File: src/rtl/core/spd_pkg.sv
`default_nettype none

package spd_pkg;

    // Field widths
    localparam int unsigned ByteW   = 8;
    localparam int unsigned StatusW = 2;
    localparam int unsigned CfgIdxW = 2;

    // Marker values after reset
    localparam logic [ByteW-1:0] StartMarkerRst = 8'h7E;
    localparam logic [ByteW-1:0] StopMarkerRst  = 8'h7F;

    // Configuration register indexes
    localparam logic [CfgIdxW-1:0] CFG_START_MARKER = 2'd0;
    localparam logic [CfgIdxW-1:0] CFG_STOP_MARKER  = 2'd1;

    // Result kinds
    localparam logic KIND_DATA = 1'b0;
    localparam logic KIND_END  = 1'b1;

    // End-of-frame status codes
    localparam logic [StatusW-1:0] ST_OK     = 2'd0;
    localparam logic [StatusW-1:0] ST_BADSUM = 2'd1;
    localparam logic [StatusW-1:0] ST_NOSTOP = 2'd2;

    // Parser phases, one-hot
    typedef enum logic [5:0] {
        PH_SEEK = 6'b000001,
        PH_ID   = 6'b000010,
        PH_SIZE = 6'b000100,
        PH_DATA = 6'b001000,
        PH_SUM  = 6'b010000,
        PH_STOP = 6'b100000
    } t_phase;

endpackage

`default_nettype wire

File: src/rtl/core/serial_packet_deframer_unit.sv
`default_nettype none

// Byte-framed packet deframer with an additive checksum.
//
// Input channel (i_in_valid / o_in_stall) carries one received byte per
// request. Frames look like: start marker, id, size, size payload bytes,
// checksum (sum mod 256 of id, size and payload), stop marker.
// Output channel (o_out_valid / i_out_stall) carries at most one result per
// input byte: a payload result for every payload byte (with id, size and
// index), and one end result per frame with status ok, checksum mismatch
// or stop byte missing.
// Throughput: one byte per clock cycle while input stall is low. The parser
// state and the result register both update at the edge that accepts a byte; a result appears
// on the output in the cycle after its byte is accepted.
// A single result register separates the two sides: a new byte is taken
// while the held result is being taken, and input stall rises only while
// a result waits and the receiver stalls.
// Markers are written through the plain write port (index 0 start, index 1
// stop, others ignored) only while idle; the user, not the block, ensures it.
// Reset (synchronous, active low) drops any held result, restores the
// default markers (0x7E start, 0x7F stop) and returns to the start search.
module serial_packet_deframer_unit (
    input  wire logic                        i_clk,
    input  wire logic                        i_rst_n,
    // configuration write port
    input  wire logic                        i_cfg_we,
    input  wire logic [spd_pkg::CfgIdxW-1:0] i_cfg_index,
    input  wire logic [spd_pkg::ByteW-1:0]   i_cfg_data,
    // input byte channel
    input  wire logic                        i_in_valid,
    output logic                             o_in_stall,
    input  wire logic [spd_pkg::ByteW-1:0]   i_rx_byte,
    // result channel
    output logic                             o_out_valid,
    input  wire logic                        i_out_stall,
    output logic                             o_kind,
    output logic [spd_pkg::ByteW-1:0]        o_packet_id,
    output logic [spd_pkg::ByteW-1:0]        o_packet_size,
    output logic [spd_pkg::ByteW-1:0]        o_payload_index,
    output logic [spd_pkg::ByteW-1:0]        o_data_byte,
    output logic [spd_pkg::StatusW-1:0]      o_status
);
    import spd_pkg::*;

    // Configuration
    logic [ByteW-1:0] r_start_marker;
    logic [ByteW-1:0] r_stop_marker;

    // Parser state
    t_phase           r_phase,      n_phase;
    logic [ByteW-1:0] r_sum,        n_sum;
    logic [ByteW-1:0] r_index,      n_index;
    logic [ByteW-1:0] r_frame_id,   n_frame_id;
    logic [ByteW-1:0] r_frame_size, n_frame_size;

    // Result register
    logic               r_out_valid;
    logic               r_kind,   n_kind;
    logic [ByteW-1:0]   r_pidx,   n_pidx;
    logic [ByteW-1:0]   r_data,   n_data;
    logic [StatusW-1:0] r_status, n_status;
    logic               n_emit;

    logic             in_accept;
    logic [ByteW-1:0] sum_plus;
    logic [ByteW-1:0] index_plus;

    // Stall only while a result waits and the receiver holds it off.
    assign o_in_stall = r_out_valid && i_out_stall;
    assign in_accept  = i_in_valid && !o_in_stall;

    assign sum_plus   = r_sum + i_rx_byte;
    assign index_plus = r_index + 8'd1;

    // Parse one byte: next state and the result it causes, if any.
    always_comb begin
        n_phase      = r_phase;
        n_sum        = r_sum;
        n_index      = r_index;
        n_frame_id   = r_frame_id;
        n_frame_size = r_frame_size;
        n_emit       = 1'b0;
        n_kind       = KIND_DATA;
        n_pidx       = '0;
        n_data       = '0;
        n_status     = ST_OK;
        unique case (r_phase)
            PH_ID: begin
                n_frame_id = i_rx_byte;
                n_sum      = sum_plus;
                n_phase    = PH_SIZE;
            end
            PH_SIZE: begin
                n_frame_size = i_rx_byte;
                n_sum        = sum_plus;
                n_index      = '0;
                // a zero-length frame goes straight to its checksum
                n_phase      = (i_rx_byte == '0) ? PH_SUM : PH_DATA;
            end
            PH_DATA: begin
                n_emit  = 1'b1;
                n_pidx  = r_index;
                n_data  = i_rx_byte;
                n_sum   = sum_plus;
                n_index = index_plus;
                if (index_plus >= r_frame_size) begin
                    n_phase = PH_SUM;
                end
            end
            PH_SUM: begin
                if (i_rx_byte != r_sum) begin
                    // checksum mismatch: report and drop back to the search
                    n_emit   = 1'b1;
                    n_kind   = KIND_END;
                    n_status = ST_BADSUM;
                    n_sum    = '0;
                    n_index  = '0;
                    n_phase  = PH_SEEK;
                end else begin
                    n_phase = PH_STOP;
                end
            end
            PH_STOP: begin
                // frame ends whatever the byte; a wrong one flags it
                n_emit   = 1'b1;
                n_kind   = KIND_END;
                n_status = (i_rx_byte == r_stop_marker) ? ST_OK : ST_NOSTOP;
                n_sum    = '0;
                n_index  = '0;
                n_phase  = PH_SEEK;
            end
            default: begin
                // searching for a start byte; everything else is dropped
                if (i_rx_byte == r_start_marker) begin
                    n_sum   = '0;
                    n_index = '0;
                    n_phase = PH_ID;
                end else begin
                    n_phase = PH_SEEK;
                end
            end
        endcase
    end

    // Configuration registers
    always_ff @(posedge i_clk) begin
        if (!i_rst_n) begin
            r_start_marker <= StartMarkerRst;
            r_stop_marker  <= StopMarkerRst;
        end else if (i_cfg_we) begin
            unique case (i_cfg_index)
                CFG_START_MARKER: begin
                    r_start_marker <= i_cfg_data;
                end
                CFG_STOP_MARKER: begin
                    r_stop_marker <= i_cfg_data;
                end
                default: begin
                end
            endcase
        end
    end

    // Parser state: advance on every accepted byte.
    always_ff @(posedge i_clk) begin
        if (!i_rst_n) begin
            r_phase      <= PH_SEEK;
            r_sum        <= '0;
            r_index      <= '0;
            r_frame_id   <= '0;
            r_frame_size <= '0;
        end else if (in_accept) begin
            r_phase      <= n_phase;
            r_sum        <= n_sum;
            r_index      <= n_index;
            r_frame_id   <= n_frame_id;
            r_frame_size <= n_frame_size;
        end
    end

    // Result valid: set on a new result, clear once the receiver takes it.
    always_ff @(posedge i_clk) begin
        if (!i_rst_n) begin
            r_out_valid <= 1'b0;
        end else if (in_accept && n_emit) begin
            r_out_valid <= 1'b1;
        end else if (!i_out_stall) begin
            r_out_valid <= 1'b0;
        end
    end

    // Result payload: id and size come from the frame as updated.
    always_ff @(posedge i_clk) begin
        if (in_accept && n_emit) begin
            r_kind   <= n_kind;
            r_pidx   <= n_pidx;
            r_data   <= n_data;
            r_status <= n_status;
        end
    end

    logic [ByteW-1:0] r_out_id;
    logic [ByteW-1:0] r_out_size;

    always_ff @(posedge i_clk) begin
        if (in_accept && n_emit) begin
            r_out_id   <= n_frame_id;
            r_out_size <= n_frame_size;
        end
    end

    assign o_out_valid     = r_out_valid;
    assign o_kind          = r_kind;
    assign o_packet_id     = r_out_id;
    assign o_packet_size   = r_out_size;
    assign o_payload_index = r_pidx;
    assign o_data_byte     = r_data;
    assign o_status        = r_status;

`ifndef ASSERT_OFF
    a_phase_onehot: assert property (@(posedge i_clk) disable iff (!i_rst_n)
        $onehot(r_phase))
        else $error("parser phase not one-hot");

    a_index_in_frame: assert property (@(posedge i_clk) disable iff (!i_rst_n)
        (r_phase == PH_DATA) |-> (r_frame_size != '0 && r_index < r_frame_size))
        else $error("payload index ran past the frame size");

    a_payload_clean: assert property (@(posedge i_clk) disable iff (!i_rst_n)
        (o_out_valid && o_kind == KIND_DATA) |-> (o_status == ST_OK))
        else $error("payload result carries a nonzero status");

    a_end_fields: assert property (@(posedge i_clk) disable iff (!i_rst_n)
        (o_out_valid && o_kind == KIND_END) |->
            (o_payload_index == '0 && o_data_byte == '0))
        else $error("end result carries payload fields");

    a_result_to_seek: assert property (@(posedge i_clk) disable iff (!i_rst_n)
        (in_accept && n_emit && n_kind == KIND_END) |=> (r_phase == PH_SEEK))
        else $error("end result did not return the parser to the search");
`endif

endmodule

`default_nettype wire
File: config.mk
export PLATFORM = sky130hd
export DESIGN_NAME = serial_packet_deframer_unit
export DESIGN_NICKNAME = d
export VERILOG_FILES = /design/src/rtl/core/spd_pkg.sv /design/src/rtl/core/serial_packet_deframer_unit.sv
export SDC_FILE = /design/constraint.sdc
export NUM_CORES = 1
export LEC_CHECK = 0
export ABC_AREA = 1
export BUFFER_PORTS_ARGS = -buffer_cell sky130_fd_sc_hd__buf_2
export CAP_MARGIN = 15
export CORE_ASPECT_RATIO = 0.6
export CORE_UTILIZATION = 58
export DETAILED_ROUTE_END_ITERATION = 6
export GPL_TIMING_DRIVEN = 0
export PLACE_DENSITY_LB_ADDON = 0.15
export SETUP_SLACK_MARGIN = 0.5
export SLEW_MARGIN = 10
export SYNTH_ARGS = -nofsm -noshare
export SYNTH_HDL_FRONTEND = slang
export SYNTH_SLANG_ARGS = --single-unit
File: constraint.sdc
create_clock -name i_clk -period 3.15 [get_ports i_clk]
set_clock_uncertainty 0.1 [all_clocks]
set_input_delay 0.63 -clock i_clk [delete_from_list [all_inputs] [get_ports i_clk]]
set_output_delay 0.63 -clock i_clk [all_outputs]
set_load 0.03 [all_outputs]
---- After elaboration in Yosys (flattened, before gate mapping) ----
Cells that the tools add are included.
word-level totals
  register bits ........................... 90
  input bits .............................. 23
cells by class
  add/sub/neg operators ................... 2
  magnitude comparators ................... 1
  equality and inequality tests ........... 12
  muxes and demuxes ....................... 19
  bitwise gates (word level) .............. 1
  reduce and logical (&&, ||, !) cells .... 16
operator list
  cell                                                             count
  8-bit two-way mux                                                4
  8-bit one-hot mux with 4 select lines                            1
  6-bit one-hot mux with 5 select lines                            1
  8-bit one-hot mux with 3 select lines                            1
  8-bit == test                                                    2
  6-bit two-way mux                                                2
  8-bit by 1-bit adder with 8-bit output, second input constant    1
  8-bit adder                                                      1
  8-bit greater-or-equal comparator                                1
  8-bit logical NOT                                                1
  8-bit != test                                                    1
  4-bit nonzero test                                               2
  6-bit by 2-bit == test with 1-bit output, second input constant  1
  6-bit by 3-bit == test with 1-bit output, second input constant  1
  6-bit by 4-bit == test with 1-bit output, second input constant  1
  6-bit by 5-bit == test with 1-bit output, second input constant  1
  6-bit == test, second input constant                             1
  2-bit AND reduction                                              3
  5-bit two-way mux                                                1
  1-bit two-way mux                                                4
  2-bit two-way mux                                                2
  2-bit != test, second input constant                             2
  1-bit one-hot mux with 2 select lines                            2
  2-bit one-hot mux with 2 select lines                            1
  other kinds (10)                                                 13

---- Depth between registers and ports, before layout ----
  depth after elaboration ................. 5
  gate-level depth with buffers ........... 15
  mapped depth without buffers ............ 15

---- Worst setup path after synthesis ----
Ideal clock, no wire load.
  path type ............................... input-to-reg
  start point ............................. input i_rx_byte[3] in the netlist's numbering
  end point ............................... register r_data[0], in the netlist o_data_byte[0] (enable)
  library setup time ...................... 0.416 ns
  arrival time ............................ 2.100 ns
  data required time ...................... 2.634 ns
  path slack .............................. 0.534 ns
  stages on the path ...................... 9
  cell sequence ........................... ha_1 > nor2_1 > nand2_1 > nor2_1 > nand2_1 > nand2_1 > nand2_1 > o21ai_0 > inv_1
on the way
  longest elaborated chain between the ends .. 4
ends and longest elaborated chain
  what                                   line                                source
  from (decl)                            serial_packet_deframer_unit.sv:32   input wire logic [spd_pkg::ByteW-1:0] i_rx_byte,
  8-bit != test                          serial_packet_deframer_unit.sv:111  if (i_rx_byte != r_sum) begin
  1-bit two-way mux                      serial_packet_deframer_unit.sv:111
  1-bit one-hot mux with 2 select lines  serial_packet_deframer_unit.sv:87   unique case (r_phase)
  1-bit logical AND                      serial_packet_deframer_unit.sv:194  if (in_accept && n_emit) begin
  to (signal assigned)                   serial_packet_deframer_unit.sv:197  r_data <= n_data;
  to (decl)                              serial_packet_deframer_unit.sv:60   logic [ByteW-1:0] r_data, n_data;
Every way passes these cells.
A chain may end at the register's enable or synchronous reset.

---- Worst setup path after layout ----
  start point ............................. register r_index[1]
  end point ............................... register r_phase[0]
on the way
  longest elaborated chain between the ends .. 4
ends and longest elaborated chain
  what                                    line                                source
  from (decl)                             serial_packet_deframer_unit.sv:52   logic [ByteW-1:0] r_index, n_index;
  from (signal assigned)                  serial_packet_deframer_unit.sv:175  r_index <= n_index;
  8-bit by 1-bit adder with 8-bit output  serial_packet_deframer_unit.sv:73   assign index_plus = r_index + 8'd1;
  8-bit greater-or-equal comparator       serial_packet_deframer_unit.sv:106  if (index_plus >= r_frame_size) begin
  2-bit != test (no line)                 n/a
  2-bit AND reduction (no line)           n/a
  to (signal assigned)                    serial_packet_deframer_unit.sv:173  r_phase <= n_phase;
  to (decl)                               serial_packet_deframer_unit.sv:50   t_phase r_phase, n_phase;
Every way passes these cells.

==> metrics list <==
- Global-route wire length before repair: 18.53 mm
- Sequential fraction of the synthesis area: 46.98%
- Core Util, Final: 72.09%
* Growth of design area from synthesis to finish: 17.21%
- I/O pin count: 60
- Slowest library cell on the worst path: sky130_fd_sc_hd__dfxtp_1
- GRT Residual Overflow: 0
- Counting flops with a built-in enable in the synthesized netlist gives 35.
- The most used flip-flop cell after synthesis is sky130_fd_sc_hd__dfxtp_1.
- Max-cap violations in this run came to 0.
- The die is 70.84 um tall.
* DIE AREA: 0.008269 mm^2
* Cell taking the most area after synthesis: sky130_fd_sc_hd__dfxtp_1
- Rel. slew slack: 57.39%
- Syn Area/Cell: 7.751 um^2
- The share of synthesized area in the top cell type comes to 24.04%.
* Number of buffers inserted by hold repair at cts: 0
- Run status: completed
* Combinational power share: 10.3%
- After synthesis, the netlist uses 33 different library cells.
- Biggest area contributors in the synthesized netlist: sky130_fd_sc_hd__dfxtp_1 24%, sky130_fd_sc_hd__edfxtp_1 23%, sky130_fd_sc_hd__nand2_1 12%
- Setup violations remaining at the end of the flow were counted as 0.
* Worst setup SP type: flop
- Count leader, synth: sky130_fd_sc_hd__nand2_1
- Critical path, cell by cell: ha_1 > nand3_1 > nor3_1 > xor2_1 > buf_4 > ha_1 > nand2_1 > a21oi_1 > nor2_1 > nand4_2 > nand2_2 > inv_2 > nand2_1 > nand3_1
- In this run the power density over the cells is 505.0 mW/mm^2.
- Core footprint: 0.007447 mm^2
* Root buffer selected by CTS: sky130_fd_sc_hd__clkbuf_16
- Minimum setup slack after placement: 148.3 ps
* Stage delay of the slowest cell on the critical path: 410 ps
- Cell internal power was estimated by the tool at 2035 uW.
- After synthesis, the share of flip-flops with an asynchronous set or reset is 0%.
* Routed vias/inst: 5.402
- Setup slack closes at 601.3 ps.
* Unrepaired setup endpoints after global routing: true
* Max Slew Vio Count: 0
* Number of nets with antenna violations after detailed routing: 0
* Cts bufs inserted: 9
- The total count of hold-check failures in the final report came to 0.
- The H-tree was split into 3 levels.
* Count of mapped cells out of synthesis: 591
* Clock transition at path regs: 60 ps
- Count of port buffers added during placement: 59
- The first routing iteration left 355 violations.
* Period utilization: 80.91%
- The via count of the first global-routing pass came to 3,802.
- Along the worst hold path, the cell count comes to 2.
- Global routing consumed, over all layers together, 30.03% of the routing resources.
- Buffer levels on the longest clock path: 2
* Synth Cell Area: 0.004581 mm^2
* Flip-flop and latch count after synthesis: 90
- Entering global routing, the biggest net connects 26 pins.
- Kind of path behind the tightest hold check: reg -> reg
- TritonCTS built the clock tree.
- Based on the critical path, the design can be clocked at up to 0.3924 GHz.
- Clock period minus worst slack: 2549 ps
* Fraction of final layout cells with drive strength greater than 1: 16.17%
- Maximum fanout encountered on the critical timing path: 5
- First-pass iteration count of the detailed router: 5
* Leakage Power: 0.002581 uW
- The clock reaches the later pin of the worst-skew pair after 350 ps.
- Routability congestion estimate: 0.8844
* Category of the worst setup path capture point: flop
- Peak supply drop: 0.3149 mV
- The clock drives 90 sinks.
- Power comes to 2711 uW.
- Type of the worst setup path: reg -> reg
- Power share of the sequential group: 46.8%
* Switching portion of total power: 24.93%
- Total negative setup slack: 0 ps
* Actual slew at the worst max-slew pin: 639.1 ps
- In this run, the clock network consumes 42.8% of the power.
- Number of antenna violations at the first check in global routing: 0
* Required time of the critical path: 3260 ps
* Worst hold margin: 368.5 ps
- Initial core utilization: 61.51%
* CP arrival: 2660 ps
- For this design the total switching power over the nets is 675.9 uW.
- Vias: 4,170
- Die extent in x: 116.7 um
- Core Rows: 24
- After detailed routing, the average wire length per cell comes to 14.80 um.
* Drt total wl: 11.43 mm
* Placed wire-length estimate after detailed placement: 8.464 mm
* Ant diodes: 0
- For this run, design rule violations remaining after detail routing come to 0.
- The Yosys step of the flow raised 0 warnings.
* R2R depth: 14
- Final layout net count: 703
- The number of nets in the synthesized netlist is 631.
- Ranked by instance count, the synthesized netlist is headed by 146 x sky130_fd_sc_hd__nand2_1, 82 x sky130_fd_sc_hd__inv_1, 75 x sky130_fd_sc_hd__nor2_1, 55 x sky130_fd_sc_hd__dfxtp_1, 39 x sky130_fd_sc_hd__o21ai_0.
## cell type report
type / count / area (um^2)
Timing Repair Buffer: 61 / 330.3
Fill cell: 614 / 2078
Inverter: 89 / 334.1
Multi-Input combinational cell: 399 / 2036
Clock inverter: 7 / 98.84
Buffer: 13 / 61.31
Tap cell: 104 / 130.1
Clock buffer: 9 / 225.2
Sequential cell: 90 / 2153
## critical path, delay by kind of cell (launching register included)
family                   cells  cell delay (ps)
adder cells (fa/ha/maj)      2              450
flip-flops                   1              410
XOR/XNOR                     1              170
buffers and inverters        2              220
AND/OR/NAND/NOR              8             1030
AO/OA/AOI/OAI                1               40
## power groups by stage
stage          combinational, uW  clock, uW  sequential, uW
6_report                     280       1160            1270
5_1_grt                      314       1210            1270
4_1_cts                      275       1170            1270
3_3_place_gp                 258          0            1290
2_1_floorplan                175          0            1300
3_5_place_dp                 270          0            1290
## repair_timing
action	4_1_cts	5_1_grt
setup endpoints to repair	31	31
pin swaps	1	0
buffers inserted	1	0
gates resized for setup	1	3
## final timing paths
path / startpoint / to / slack (ps)
setup / recovery: r_index[1] / r_phase[0] / 600
hold / removal: r_sum[3] / r_sum[3] / 370
setup reg to reg: r_index[1] / r_phase[0] / 600
hold reg to reg: r_sum[3] / r_sum[3] / 370
## state kept, by name, indices dropped and copies added, names as in the netlist
register / count
o_data_byte: 8
o_packet_id: 8
o_packet_size: 8
o_payload_index: 8
r_frame_id: 8
r_frame_size: 8
r_index: 8
r_start_marker: 8
r_stop_marker: 8
r_sum: 8
r_phase: 6
o_status: 2
o_kind: 1
o_out_valid: 1
## per-layer routing
layer  GRT usage [%]  share of wire, %  vias up
met2           45.56                44      177
met4           10.69               1.8        0
met5               0                 0        -
li1                -                 -     2039
met1           41.85                45     1929
met3           7.541               9.3       25
## cell families (layout without fill, tap and decap cells)
group / after synthesis / after routing / share of synthesized area, %
simple gates: 289 / 289 / 27.62
compound gates: 76 / 76 / 8.714
buf+inv: 102 / 179 / 8.632
flops: 90 / 90 / 46.98
xor+xnor: 17 / 17 / 3.250
fa+ha+maj: 17 / 17 / 4.807
## layout by cell type (no fill, tap or decap), types with 2 or more instances in the layout
master,instances
sky130_fd_sc_hd__inv_2,6
sky130_fd_sc_hd__xor2_1,13
sky130_fd_sc_hd__nand2_1,145
sky130_fd_sc_hd__o211ai_1,3
sky130_fd_sc_hd__nand2_2,5
sky130_fd_sc_hd__nand3_1,36
sky130_fd_sc_hd__nor2_2,4
sky130_fd_sc_hd__clkinv_4,2
sky130_fd_sc_hd__inv_6,2
sky130_fd_sc_hd__nor3_1,2
sky130_fd_sc_hd__nand3_2,4
sky130_fd_sc_hd__nor2_1,75
sky130_fd_sc_hd__dfxtp_1,54
sky130_fd_sc_hd__clkbuf_1,8
sky130_fd_sc_hd__edfxtp_1,35
sky130_fd_sc_hd__nor4_1,4
sky130_fd_sc_hd__clkbuf_16,9
sky130_fd_sc_hd__nand4_1,4
sky130_fd_sc_hd__o21ai_0,38
sky130_fd_sc_hd__inv_1,81
sky130_fd_sc_hd__xnor2_1,4
sky130_fd_sc_hd__buf_2,63
sky130_fd_sc_hd__nand3b_1,4
sky130_fd_sc_hd__ha_1,16
sky130_fd_sc_hd__clkinv_1,3
sky130_fd_sc_hd__bufinv_16,2
sky130_fd_sc_hd__nand2_4,2
sky130_fd_sc_hd__a21oi_1,30
sky130_fd_sc_hd__nor2_4,2
## per-stage QoR
stage / instance area (um^2) / std cells
after floorplan: 4581 / 591
after global placement: 5006 / 754
after detailed placement: 5034 / 755
after CTS: 5365 / 772
after global routing: 5369 / 772
final: 5369 / 772
No activity file was read; power rests on OpenSTA's default activity.
